<file path="config.mk">
export PLATFORM = sky130hd
export DESIGN_NAME = lfu_cell
export DESIGN_NICKNAME = d
export VERILOG_FILES = /design/src/lfu_pkg.sv /design/src/lfu_cell.sv
export SDC_FILE = /design/constraint.sdc
export NUM_CORES = 1
export LEC_CHECK = 0
export BUFFER_PORTS_ARGS = -buffer_cell sky130_fd_sc_hd__buf_4
export CAP_MARGIN = 20
export CORE_UTILIZATION = 54
export CTS_BUF_LIST = sky130_fd_sc_hd__clkbuf_16
export DETAILED_ROUTE_END_ITERATION = 16
export PLACE_DENSITY = 0.86
export SLEW_MARGIN = 20
export SYNTH_ARGS = -nofsm -noshare
export SYNTH_HDL_FRONTEND = slang
export SYNTH_SLANG_ARGS = --single-unit
</file>
<file path="constraint.sdc">
create_clock -name clock -period 8.4 [get_ports clock]
set_input_delay 1.68 -clock clock [delete_from_list [all_inputs] [get_ports clock]]
set_output_delay 1.68 -clock clock [all_outputs]
set_load 0.02 [all_outputs]
</file>
<file path="src/lfu_pkg.sv">
// Shared constants and command codes for the LFU slot replacement core.
package lfu_pkg;

   localparam int KEY_W         = 7;
   localparam int CNT_W         = 16;
   localparam int STAMP_W       = 32;
   localparam int CSR_W         = 6;
   localparam int KEY_RANGE     = 128;
   localparam int MAX_SLOTS_DEF = 32;
   localparam int REQ_TDATA_W   = 8;
   localparam int RSP_TDATA_W   = 40;

   localparam logic [CSR_W-1:0]   CSR_RESET = CSR_W'(20);
   localparam logic [CNT_W-1:0]   CNT_MAX   = '1;
   localparam logic [STAMP_W-1:0] SEQ_MAX   = '1;

   typedef enum logic {
      CMD_INC  = 1'b0,
      CMD_LOAD = 1'b1
   } cmd_kind_type;

   typedef enum logic {
      OP_VOTE   = 1'b0,
      OP_REPORT = 1'b1
   } op_type;

endpackage

</file>
<file path="src/lfu_cell.sv">
// One slot of the table: holds a resident entry and folds it into the passing scan word.
module lfu_cell
   import lfu_pkg::*;
#(
   parameter int MAX_SLOTS = MAX_SLOTS_DEF,
   parameter int CELL_IDX  = 0
) (
   input  logic clock,
   input  logic reset,
   input  logic [((MAX_SLOTS > 1) ? $clog2(MAX_SLOTS) : 1)+KEY_W+STAMP_W+1:0] cmd_i,
   input  logic [((MAX_SLOTS > 1) ? $clog2(MAX_SLOTS) : 1)*3+$clog2(MAX_SLOTS+1)
                 +KEY_W*3+CNT_W*2+STAMP_W+6:0] tok_i,
   output logic [((MAX_SLOTS > 1) ? $clog2(MAX_SLOTS) : 1)*3+$clog2(MAX_SLOTS+1)
                 +KEY_W*3+CNT_W*2+STAMP_W+6:0] tok_o
);

   localparam int IDX_W = (MAX_SLOTS > 1) ? $clog2(MAX_SLOTS) : 1;
   localparam int RES_W = $clog2(MAX_SLOTS + 1);
   localparam logic [IDX_W-1:0] MY_IDX = IDX_W'(CELL_IDX);

   typedef struct packed {
      logic              valid;
      logic              report;
      logic              have_prev;
      logic [KEY_W-1:0]  key;
      logic              hit;
      logic [IDX_W-1:0]  hit_idx;
      logic [CNT_W-1:0]  hit_cnt;
      logic [RES_W-1:0]  res;
      logic              free_found;
      logic [IDX_W-1:0]  free_idx;
      logic              vic_found;
      logic [IDX_W-1:0]  vic_idx;
      logic [CNT_W-1:0]  vic_cnt;
      logic [STAMP_W-1:0] vic_stamp;
      logic [KEY_W-1:0]  vic_key;
      logic              found;
      logic [KEY_W-1:0]  best;
   } token_type;

   typedef struct packed {
      logic               we;
      cmd_kind_type       kind;
      logic [IDX_W-1:0]   idx;
      logic [KEY_W-1:0]   key;
      logic [STAMP_W-1:0] stamp;
   } cmd_type;

   token_type t_in;
   token_type tok_in;
   token_type tok_ff;
   cmd_type   cmd;

   logic               slot_valid_ff;
   logic [KEY_W-1:0]   slot_key_ff;
   logic [CNT_W-1:0]   slot_count_ff;
   logic [STAMP_W-1:0] slot_stamp_ff;
   logic [CNT_W-1:0]   cnt_sat;

   assign t_in  = token_type'(tok_i);
   assign cmd   = cmd_type'(cmd_i);
   assign tok_o = tok_ff;
   assign cnt_sat = (slot_count_ff == CNT_MAX) ? slot_count_ff : slot_count_ff + 1'b1;

   always_comb begin
      tok_in = t_in;
      if (t_in.valid && slot_valid_ff) begin
         if (t_in.report) begin
            if (!t_in.have_prev || slot_key_ff > t_in.key) begin
               tok_in.res = t_in.res + 1'b1;
               if (!t_in.found || slot_key_ff < t_in.best) begin
                  tok_in.found = 1'b1;
                  tok_in.best  = slot_key_ff;
               end
            end
         end else begin
            tok_in.res = t_in.res + 1'b1;
            if (!t_in.hit && slot_key_ff == t_in.key) begin
               tok_in.hit     = 1'b1;
               tok_in.hit_idx = MY_IDX;
               tok_in.hit_cnt = cnt_sat;
            end
            if (!t_in.vic_found || slot_count_ff < t_in.vic_cnt ||
                (slot_count_ff == t_in.vic_cnt && slot_stamp_ff < t_in.vic_stamp)) begin
               tok_in.vic_found = 1'b1;
               tok_in.vic_idx   = MY_IDX;
               tok_in.vic_cnt   = slot_count_ff;
               tok_in.vic_stamp = slot_stamp_ff;
               tok_in.vic_key   = slot_key_ff;
            end
         end
      end else if (t_in.valid && !t_in.report && !t_in.free_found) begin
         tok_in.free_found = 1'b1;
         tok_in.free_idx   = MY_IDX;
      end
   end

   always_ff @(posedge clock) begin
      if (reset) begin
         tok_ff        <= '0;
         slot_valid_ff <= 1'b0;
      end else begin
         tok_ff <= tok_in;
         if (cmd.we && cmd.idx == MY_IDX && cmd.kind == CMD_LOAD) begin
            slot_valid_ff <= 1'b1;
         end
      end
   end

   always_ff @(posedge clock) begin
      if (cmd.we && cmd.idx == MY_IDX) begin
         unique case (cmd.kind)
            CMD_INC: begin
               slot_count_ff <= cnt_sat;
            end
            CMD_LOAD: begin
               slot_key_ff   <= cmd.key;
               slot_count_ff <= CNT_W'(1);
               slot_stamp_ff <= cmd.stamp;
            end
            default: begin
               slot_count_ff <= slot_count_ff;
            end
         endcase
      end
   end

endmodule
</file>
==> run_results.csv, run 1 <==
group,metric,value,unit
critical_path,r2r-start,"slot_stamp_ff[31]$_DFFE_PP_",
power_and_ir_drop,p_seq_share,46.8,%
cts,ctsHoldBuffers,0,
finish,diodes,0,
power_and_ir_drop,pwr-share-clk,40.6,%
finish,areaGrowthSynthToFinish,35.9,%
finish,stdcell_count,1228,
critical_path,worst_ep_required_time,8.75,ns
sta,period_needed,4.08,ns
cts,cts_root_buf,"clkbuf_16",
route,avgViaCountPerCell,5.35,
yosys,ys_warn_count,0,
die,core,13900,µm²
cts,clock_sinks,169,
placement,numPlacedInstances,1196,
global_routing,antenna_found_initial,0,
sta,fin_hold_ws,0.536,ns
yosys,synthCells,772,
sta,slew_violations,0,
critical_path,cp-startpoint,"tok_i[46]",
hold_path,min_from,"slot_valid_ff$_SDFFE_PP0P_",
critical_path,cp-start-kind,"input pin",
die,core.rowCount,43,
route,ant_nets,0,
finish,final_core_util,75.0,%
outcome,status,"finished clean",
hold_path,hold_class,"reg -> reg",
sta,clock.fmax,245,MHz
global_routing,grt_pass1_wl,31.4,mm
finish,layout_commonest_cell,"buf_4",
yosys,syn-cell-area,7660,µm²
placement,dp_hpwl,14.9,mm
critical_path,worstPathArrival,4.43,ns
finish,drive_gt1_share,30.9,%
sta,tightest_slew,1.11,ns
yosys,synth-seq-area-share,51.3,%
power_and_ir_drop,combPwrFrac,12.6,%
route,drc,0,
power_and_ir_drop,switching_share,24.7,%
route,drt_iter0_drc,473,
yosys,ys_ff_latch,169,
sta,finClkSkew,0.0101,ns
die,die_h,121,µm
sta,hold_violations,0,
cts,cts_buffers,17,
critical_path,critPathCaptureType,"register",
die,die_w,121,µm
cts,cts-resized-gates,0,
power_and_ir_drop,powerDensity,181,nW/µm²
power_and_ir_drop,cellInternalPower,1.42,mW
sta,timing.setup.tns,0,ns
global_routing,track_usage,28.4,%
yosys,syn_area_per_cell,9.93,µm²
global_routing,grt_overflow,0,
die,dieArea,14700,µm²
critical_path,criticalPathCategory,"in -> reg",
yosys,synth_edf_count,55,
cts,cts_tree,"built",
cts,clock_latency,0.43,ns
finish,stdcell_area,10400,µm²
route,wl_per_cell,16.8,µm
sta,fin_crit_sh,48.6,%
yosys,postSynthNetCount,995,
placement,gp_congestion,0.861,
route,drtPass1Iterations,5,
sta,setup_viol,0,
cts,clk_pin_slew,0.07,ns
finish,layout_common_cells,"276 x buf_4, 135 x nand2_1, 114 x dfxtp_1",
global_routing,grt_pass1_vias,6261,
sta,max_slew_margin,25.8,%
cts,cts_max_path_buffers,2,
yosys,ys_types,53,
placement,pre_cts_ws,3.99,ns
placement,portBuffers,273,
sta,rsz0062_at_grt,"false",
finish,num-nets-final,1258,
power_and_ir_drop,peakVddDrop,0.000153,V
route,vias,6567,
global_routing,grt_max_degree,67,
die,start_util,55.2,%
power_and_ir_drop,p_total,1.89,mW
critical_path,crit_fanout,60,
cts,postCtsSetupBuffers,0,
die,num_io_pins,274,
route,wirelength,20.7,mm
power_and_ir_drop,leakage,5.30,nW
power_and_ir_drop,p_sw,0.466,mW
yosys,synthArstFlopShare,0,%
job,drv_cap,0,
cts,cts_max_level,4,
sta,setup_slack,4.32,ns
yosys,synth-main-ff-cell,"dfxtp_1",
placement,postPlaceCellArea,9830,µm²
[logic make-up (layout without fill, tap and decap cells)]
logic type                 after synthesis  after routing  synth area share, %
DFF                                    169            169                 51.3
muxes                                   63             63                 8.23
buffers and inverters                  103            379                 5.39
xor gates and xnor gates                14             14                 1.60
adders and majority gates               62             62                 10.1
AOI/OAI and AO/OA                       86             86                 7.28
and+or+nand+nor                        275            275                 16.0
[sequential cells by signal, summed over array words and instances, names as in the netlist]
signal / cells
slot_stamp_ff: 32
slot_count_ff: 16
slot_valid_ff: 1
slot_key_ff: 7
tok_o: 113
[worst paths after layout]
check                          endpoint  slack, ns  depth (start not counted)
max reg2reg        tok_o[31]$_SDFF_PP0_       5.28                          7
max                tok_o[31]$_SDFF_PP0_       4.32                          9
min          slot_valid_ff$_SDFFE_PP0P_       0.54                          1
min reg2reg  slot_valid_ff$_SDFFE_PP0P_       0.54                          1
[routing by layer]
| metal | wire length [µm] | vias up | part of all wire (%) | GRT usage (%) |
|---|---|---|---|---|
| met5 | 0 | - | 0 | 0 |
| met4 | 793 | 0 | 3.8 | 13.2 |
| met3 | 1370 | 55 | 6.6 | 7.89 |
| met2 | 10200 | 261 | 49 | 47.8 |
| met1 | 8310 | 3095 | 40 | 33.5 |
| li1 | - | 3156 | - | - |
[power by group through the flow]
| stage | Combinational, mW | Sequential (mW) | Clock [mW] |
|---|---|---|---|
| floorplan | 0.0716 | 0.937 | 0 |
| detailed placement | 0.235 | 0.901 | 0 |
| finish | 0.238 | 0.883 | 0.767 |
| global placement | 0.229 | 0.900 | 0 |
| global route | 0.258 | 0.885 | 0.814 |
| CTS | 0.238 | 0.883 | 0.773 |
[critical path, cell delays in order]
cell and delay [ns]:
buf_4 0.09, inv_1 0.03, ha_1 0.30, nand4_1 0.20, nor3_1 0.37, nand2_1 0.09, a31oi_1 0.36, o21a_4 0.94
mux2i_1 0.31
[layout make-up]
cell class | instances | area, µm²
Timing Repair Buffer | 276 | 2070
Clock buffer | 20 | 500
Sequential cell | 169 | 3930
Inverter | 71 | 268
Tap cell | 180 | 225
Clock inverter | 12 | 81.3
Multi-Input combinational cell | 500 | 3330
Fill cell | 979 | 3470
[synth_stat cells, drive strengths merged (6+ instances only)]
cell type	number	area share, %
ha	62	10
a211oi	12	1.2
mux2i	63	8.2
and2	9	0.75
dfxtp	114	30
a21o	6	0.60
nand4	11	0.90
o21ai	13	0.85
inv	70	3.4
and3	15	1.2
a21oi	32	2.1
edfxtp	55	22
nand3	17	1.1
xnor2	11	1.3
clkbuf	23	1.1
nor2	66	3.3
nand2	136	6.8
buf	9	0.78
Note: power is estimated with default switching activity, not from simulation.
==> run 2, diff against run 1 <==
--- a/config.mk
+++ b/config.mk
@@ -5,12 +5,13 @@
 export SDC_FILE = /design/constraint.sdc
 export NUM_CORES = 1
 export LEC_CHECK = 0
+export ABC_AREA = 1
 export BUFFER_PORTS_ARGS = -buffer_cell sky130_fd_sc_hd__buf_4
 export CAP_MARGIN = 20
-export CORE_UTILIZATION = 54
+export CORE_UTILIZATION = 51
 export CTS_BUF_LIST = sky130_fd_sc_hd__clkbuf_16
 export DETAILED_ROUTE_END_ITERATION = 16
-export PLACE_DENSITY = 0.86
+export PLACE_DENSITY = 0.81
 export SLEW_MARGIN = 20
 export SYNTH_ARGS = -nofsm -noshare
 export SYNTH_HDL_FRONTEND = slang
==> constraint.sdc (replaced) <==
create_clock -name clock -period 4.2 [get_ports clock]
set_input_delay 0.84 -clock clock [delete_from_list [all_inputs] [get_ports clock]]
set_output_delay 0.84 -clock clock [all_outputs]
set_load 0.02 [all_outputs]
==> run_results.csv, run 2 <==
group,metric,value,unit
die,die_w,128,µm
yosys,ys_ff_latch,169,
cts,cts_max_path_buffers,2,
yosys,ys_types,32,
sta,fin_crit_sh,68.4,%
hold_path,min_from,"slot_valid_ff$_SDFFE_PP0P_",
cts,cts_buffers,17,
yosys,synthCells,981,
sta,max_slew_margin,37.0,%
cts,cts_root_buf,"clkbuf_16",
route,wirelength,21.4,mm
sta,rsz0062_at_grt,"false",
die,start_util,52.7,%
sta,tightest_slew,0.945,ns
critical_path,crit_fanout,75,
placement,gp_congestion,0.899,
global_routing,grt_max_degree,112,
placement,portBuffers,273,
yosys,synth_edf_count,55,
route,vias,7327,
sta,hold_violations,0,
yosys,synth_commonest_cells,"158 x nand2_1, 149 x inv_1, 123 x nor2_1, 114 x dfxtp_1, 113 x a21oi_1",
sta,setup_viol,0,
cts,cts_tree,"built",
critical_path,cp-start-kind,"input pin",
critical_path,worstPathArrival,3.19,ns
yosys,syn-cell-area,8100,µm²
global_routing,grt_pass1_wl,33.1,mm
route,avgViaCountPerCell,5.02,
finish,areaGrowthSynthToFinish,34.0,%
placement,dp_hpwl,15.4,mm
global_routing,grt_pass1_vias,6993,
cts,clock_sinks,169,
sta,finClkSkew,0.0116,ns
finish,num-nets-final,1460,
yosys,syn_area_per_cell,8.25,µm²
finish,largest_reg_flops,113,
global_routing,grt_overflow,0,
yosys,synthArstFlopShare,0,%
placement,pre_cts_ws,0.885,ns
finish,layout_commonest_cell,"buf_4",
power_and_ir_drop,peakVddDrop,0.000400,V
die,dieArea,16400,µm²
yosys,postSynthNetCount,1204,
die,num_io_pins,274,
power_and_ir_drop,leakage,5.49,nW
yosys,synth-seq-area-share,48.6,%
critical_path,criticalPathCategory,"in -> reg",
global_routing,track_usage,26.2,%
die,core,15400,µm²
cts,clock_latency,0.43,ns
cts,postCtsSetupBuffers,0,
sta,slew_violations,0,
yosys,yosys.area.top_type,"dfxtp_1",
finish,diodes,0,
sta,fin_hold_ws,0.497,ns
cts,cts_max_level,4,
yosys,synthTopCellsByArea,"dfxtp_1 28%, edfxtp_1 20%, ha_1 9.6%",
route,drtPass1Iterations,5,
critical_path,critPathCaptureType,"register",
route,wl_per_cell,14.6,µm
route,drc,0,
power_and_ir_drop,powerDensity,361,nW/µm²
die,die_h,128,µm
outcome,status,"finished clean",
finish,layout_common_cells,"276 x buf_4, 158 x nand2_1, 150 x inv_1",
global_routing,antenna_found_initial,0,
route,drt_iter0_drc,441,
yosys,synth_top_cell_area_share,28.2,%
sta,period_needed,2.87,ns
sta,timing.setup.tns,0,ns
die,core.rowCount,45,
yosys,ys_warn_count,0,
cts,clk_pin_slew,0.06,ns
route,ant_nets,0,
sta,setup_slack,1.33,ns
finish,drive_gt1_share,26.5,%
critical_path,cp-startpoint,"tok_i[46]",
cts,ctsHoldBuffers,0,
finish,num-fill-cells,1224,
job,drv_cap,0,
hold_path,hold_class,"reg -> reg",
sta,clock.fmax,348,MHz
yosys,synth-main-ff-cell,"dfxtp_1",
critical_path,r2r-start,"slot_stamp_ff[31]$_DFFE_PP_",
yosys,synth_most_common_cell,"nand2_1",
critical_path,worst_ep_required_time,4.51,ns
cts,cts-resized-gates,0,
[run 2: kinds of logic (layout without fill, tap and decap cells)]
kind of cell / count (synthesis) / count (layout) / synth area share, %
simple gates: 388 / 388 / 20.6
buf+inv: 196 / 465 / 10.2
flops: 169 / 169 / 48.6
compound gates: 153 / 153 / 9.64
fa+ha+maj: 62 / 62 / 9.58
xor+xnor: 13 / 13 / 1.41
[run 2: final timing paths]
kind	endpoint	slack [ns]	cells after the start
max reg2reg	tok_o[37]$_SDFF_PP0_	1.47	11
max	tok_o[37]$_SDFF_PP0_	1.33	13
min reg2reg	slot_valid_ff$_SDFFE_PP0P_	0.50	2
min	slot_valid_ff$_SDFFE_PP0P_	0.50	2
[run 2: routing by layer]
layer  share of wire (%)  vias to the layer above  global-route usage [%]
li1                    -                     3671                       -
met1                  40                     3345                    29.7
met2                  49                      274                    45.7
met3                 7.8                       37                    8.26
met4                 2.7                        0                    10.8
met5                   0                        -                       0
[run 2: worst max-delay path, stage by stage]
cell and delay, ns:
buf_4 0.09, inv_1 0.03, ha_1 0.33, nand2_1 0.11, nor2_1 0.17, nand4_1 0.17, nor4_2 0.18, nand2_1 0.12
nand2_1 0.11, nand2_4 0.43, buf_12 0.37, a21oi_1 0.15, nor2_1 0.07
[run 2: power by group]
| part | total, mW | switching (mW) | internal (mW) |
|---|---|---|---|
| Sequential | 1.77 | 0.0196 | 1.75 |
| Combinational | 0.513 | 0.271 | 0.242 |
| Clock | 1.64 | 0.652 | 0.986 |
| Total | 3.92 | 0.943 | 2.98 |
[run 2: through the flow]
stage / power, mW / area (µm²) / utilization, % / cells
finish: 3.92 / 10800 / 70.6 / 1461
global route: 4.05 / 10800 / 70.6 / 1461
CTS: 3.94 / 10800 / 70.5 / 1461
detailed placement: 2.31 / 10200 / 66.6 / 1429
global placement: 2.30 / 10200 / 66.6 / 1429
floorplan: 2.05 / 8100 / - / 981
[run 2: cell type report]
type,instances,area [µm²],share of cell area (%)
well taps,211,264,2.43
clock inverters,15,183,1.68
inverters,155,583,5.38
repair buffers,278,2100,19.4
flip-flops and latches,169,3930,36.3
multi-input cells,616,3350,30.9
clock buffers,17,425,3.92
==> run 3, diff against run 2 <==
--- a/config.mk
+++ b/config.mk
@@ -5,13 +5,13 @@
 export SDC_FILE = /design/constraint.sdc
 export NUM_CORES = 1
 export LEC_CHECK = 0
-export ABC_AREA = 1
+export ABC_AREA = 0
 export BUFFER_PORTS_ARGS = -buffer_cell sky130_fd_sc_hd__buf_4
 export CAP_MARGIN = 20
-export CORE_UTILIZATION = 51
+export CORE_UTILIZATION = 50
 export CTS_BUF_LIST = sky130_fd_sc_hd__clkbuf_16
 export DETAILED_ROUTE_END_ITERATION = 16
-export PLACE_DENSITY = 0.81
+export PLACE_DENSITY = 0.8
 export SLEW_MARGIN = 20
 export SYNTH_ARGS = -nofsm -noshare
 export SYNTH_HDL_FRONTEND = slang
==> constraint.sdc (replaced) <==
create_clock -name clock -period 2.75 [get_ports clock]
set_input_delay 0.55 -clock clock [delete_from_list [all_inputs] [get_ports clock]]
set_output_delay 0.55 -clock clock [all_outputs]
set_load 0.02 [all_outputs]
==> run_results.csv, run 3 (same netlist as run 1, synthesis figures left out) <==
group,metric,value,unit
die,start_util,51.9,%
finish,layout_commonest_cell,"buf_4",
power_and_ir_drop,p_total,5.66,mW
hold_path,min_from,"cmd_i[8]",
route,wirelength,20.4,mm
route,ant_nets,0,
hold_path,hold_class,"in -> reg",
cts,cts_tree,"built",
sta,fin_hold_ws,0.303,ns
sta,setup_viol,0,
cts,cts_root_buf,"clkbuf_16",
sta,clock.fmax,405,MHz
sta,fin_crit_sh,89.8,%
cts,clk_pin_slew,0.06,ns
global_routing,gr-max-usage-layer,"met2",
sta,slew_violations,0,
cts,cts_max_level,4,
cts,ctsHoldBuffers,0,
critical_path,worstPathArrival,2.81,ns
finish,drive_gt1_share,31.6,%
placement,numPlacedInstances,1219,
route,avgViaCountPerCell,5.19,
placement,dp_hpwl,15.6,mm
cts,cts_buffers,17,
sta,finClkSkew,0.00898,ns
die,core.rowCount,44,
cts,clock_latency,0.42,ns
critical_path,criticalPathCategory,"reg -> reg",
finish,final_core_util,71.8,%
route,drt_iter0_drc,431,
route,drc,0,
critical_path,worst_ep_required_time,3.09,ns
placement,postPlaceCellArea,10000,µm²
finish,stdcell_count,1251,
outcome,status,"finished clean",
finish,num-fill-cells,1132,
critical_path,cp-start-kind,"register",
sta,rsz0062_at_grt,"false",
placement,pre_cts_ws,0.0655,ns
placement,gp_congestion,0.880,
die,dieArea,15800,µm²
global_routing,gr-usage-met2,46.2,%
finish,largest_reg_flops,113,
global_routing,grtUsageMet1,30.9,%
job,drv_cap,0,
global_routing,grt_pass1_vias,6387,
critical_path,cp-startpoint,"slot_stamp_ff[29]$_DFFE_PP_",
sta,timing.setup.tns,0,ns
sta,setup_slack,0.282,ns
critical_path,crit_fanout,16,
cts,cts-resized-gates,0,
cts,cts_max_path_buffers,2,
die,die_w,126,µm
cts,clock_sinks,169,
finish,areaGrowthSynthToFinish,38.2,%
power_and_ir_drop,peakVddDrop,0.000419,V
die,die_h,126,µm
global_routing,grt_overflow,0,
finish,num-nets-final,1277,
route,vias,6494,
placement,portBuffers,273,
die,core,14800,µm²
finish,stdcell_area,10600,µm²
power_and_ir_drop,powerDensity,534,nW/µm²
power_and_ir_drop,leakage,5.42,nW
global_routing,antenna_found_initial,0,
finish,diodes,0,
route,drtPass1Iterations,5,
die,num_io_pins,274,
sta,hold_violations,0,
finish,layout_common_cells,"291 x buf_4, 135 x nand2_1, 114 x dfxtp_1",
global_routing,grtUsageMet3,5.90,%
sta,max_slew_margin,66.5,%
critical_path,r2r-start,"slot_stamp_ff[29]$_DFFE_PP_",
sta,period_needed,2.47,ns
cts,postCtsSetupBuffers,0,
global_routing,grt_max_degree,50,
route,wl_per_cell,16.3,µm
sta,tightest_slew,0.502,ns
critical_path,critPathCaptureType,"register",
global_routing,grt_pass1_wl,32.0,mm
global_routing,track_usage,26.3,%
-- run 3: final cells by class --
type                    instances  area, µm²  area share [%]
flip-flops and latches        169       3930            37.1
inverters                      71        269            2.54
well taps                     184        230            2.17
clock inverters                12       56.3           0.532
multi-input cells             500       3340            31.5
clock buffers                  20        500            4.73
repair buffers                295       2260            21.4
-- run 3: power breakdown --
group / switching (mW) / internal (mW) / total (mW) / leakage (nW)
combinational: 0.367 / 0.363 / 0.730 / 3.67
clock: 0.939 / 1.29 / 2.23 / 0.297
sequential: 0.0294 / 2.67 / 2.70 / 1.45
total: 1.33 / 4.32 / 5.66 / 5.42
-- run 3: final timing paths --
path	endpoint	depth (start not counted)	slack [ns]
setup reg to reg	tok_o[57]$_SDFF_PP0_	9	0.28
hold / removal	slot_stamp_ff[8]$_DFFE_PP_	1	0.30
setup / recovery	tok_o[57]$_SDFF_PP0_	9	0.28
hold reg to reg	tok_o[15]$_SDFF_PP0_	2	0.54
-- run 3: critical path, cell delays in order, from the launching register on --
cell	delay, ns
edfxtp_1	0.40
ha_1	0.32
nand4_1	0.18
nor3_1	0.38
nand2_1	0.12
a31oi_1	0.16
buf_4	0.15
o21a_4	0.15
buf_4	0.30
mux2i_1	0.23
-- run 3: layer usage --
| metal | wire (µm) | part of all wire, % | up-vias |
|---|---|---|---|
| met3 | 1210 | 5.9 | 39 |
| met4 | 599 | 2.9 | 0 |
| li1 | - | - | 3187 |
| met5 | 0 | 0 | - |
| met2 | 10200 | 50 | 236 |
| met1 | 8420 | 41 | 3032 |
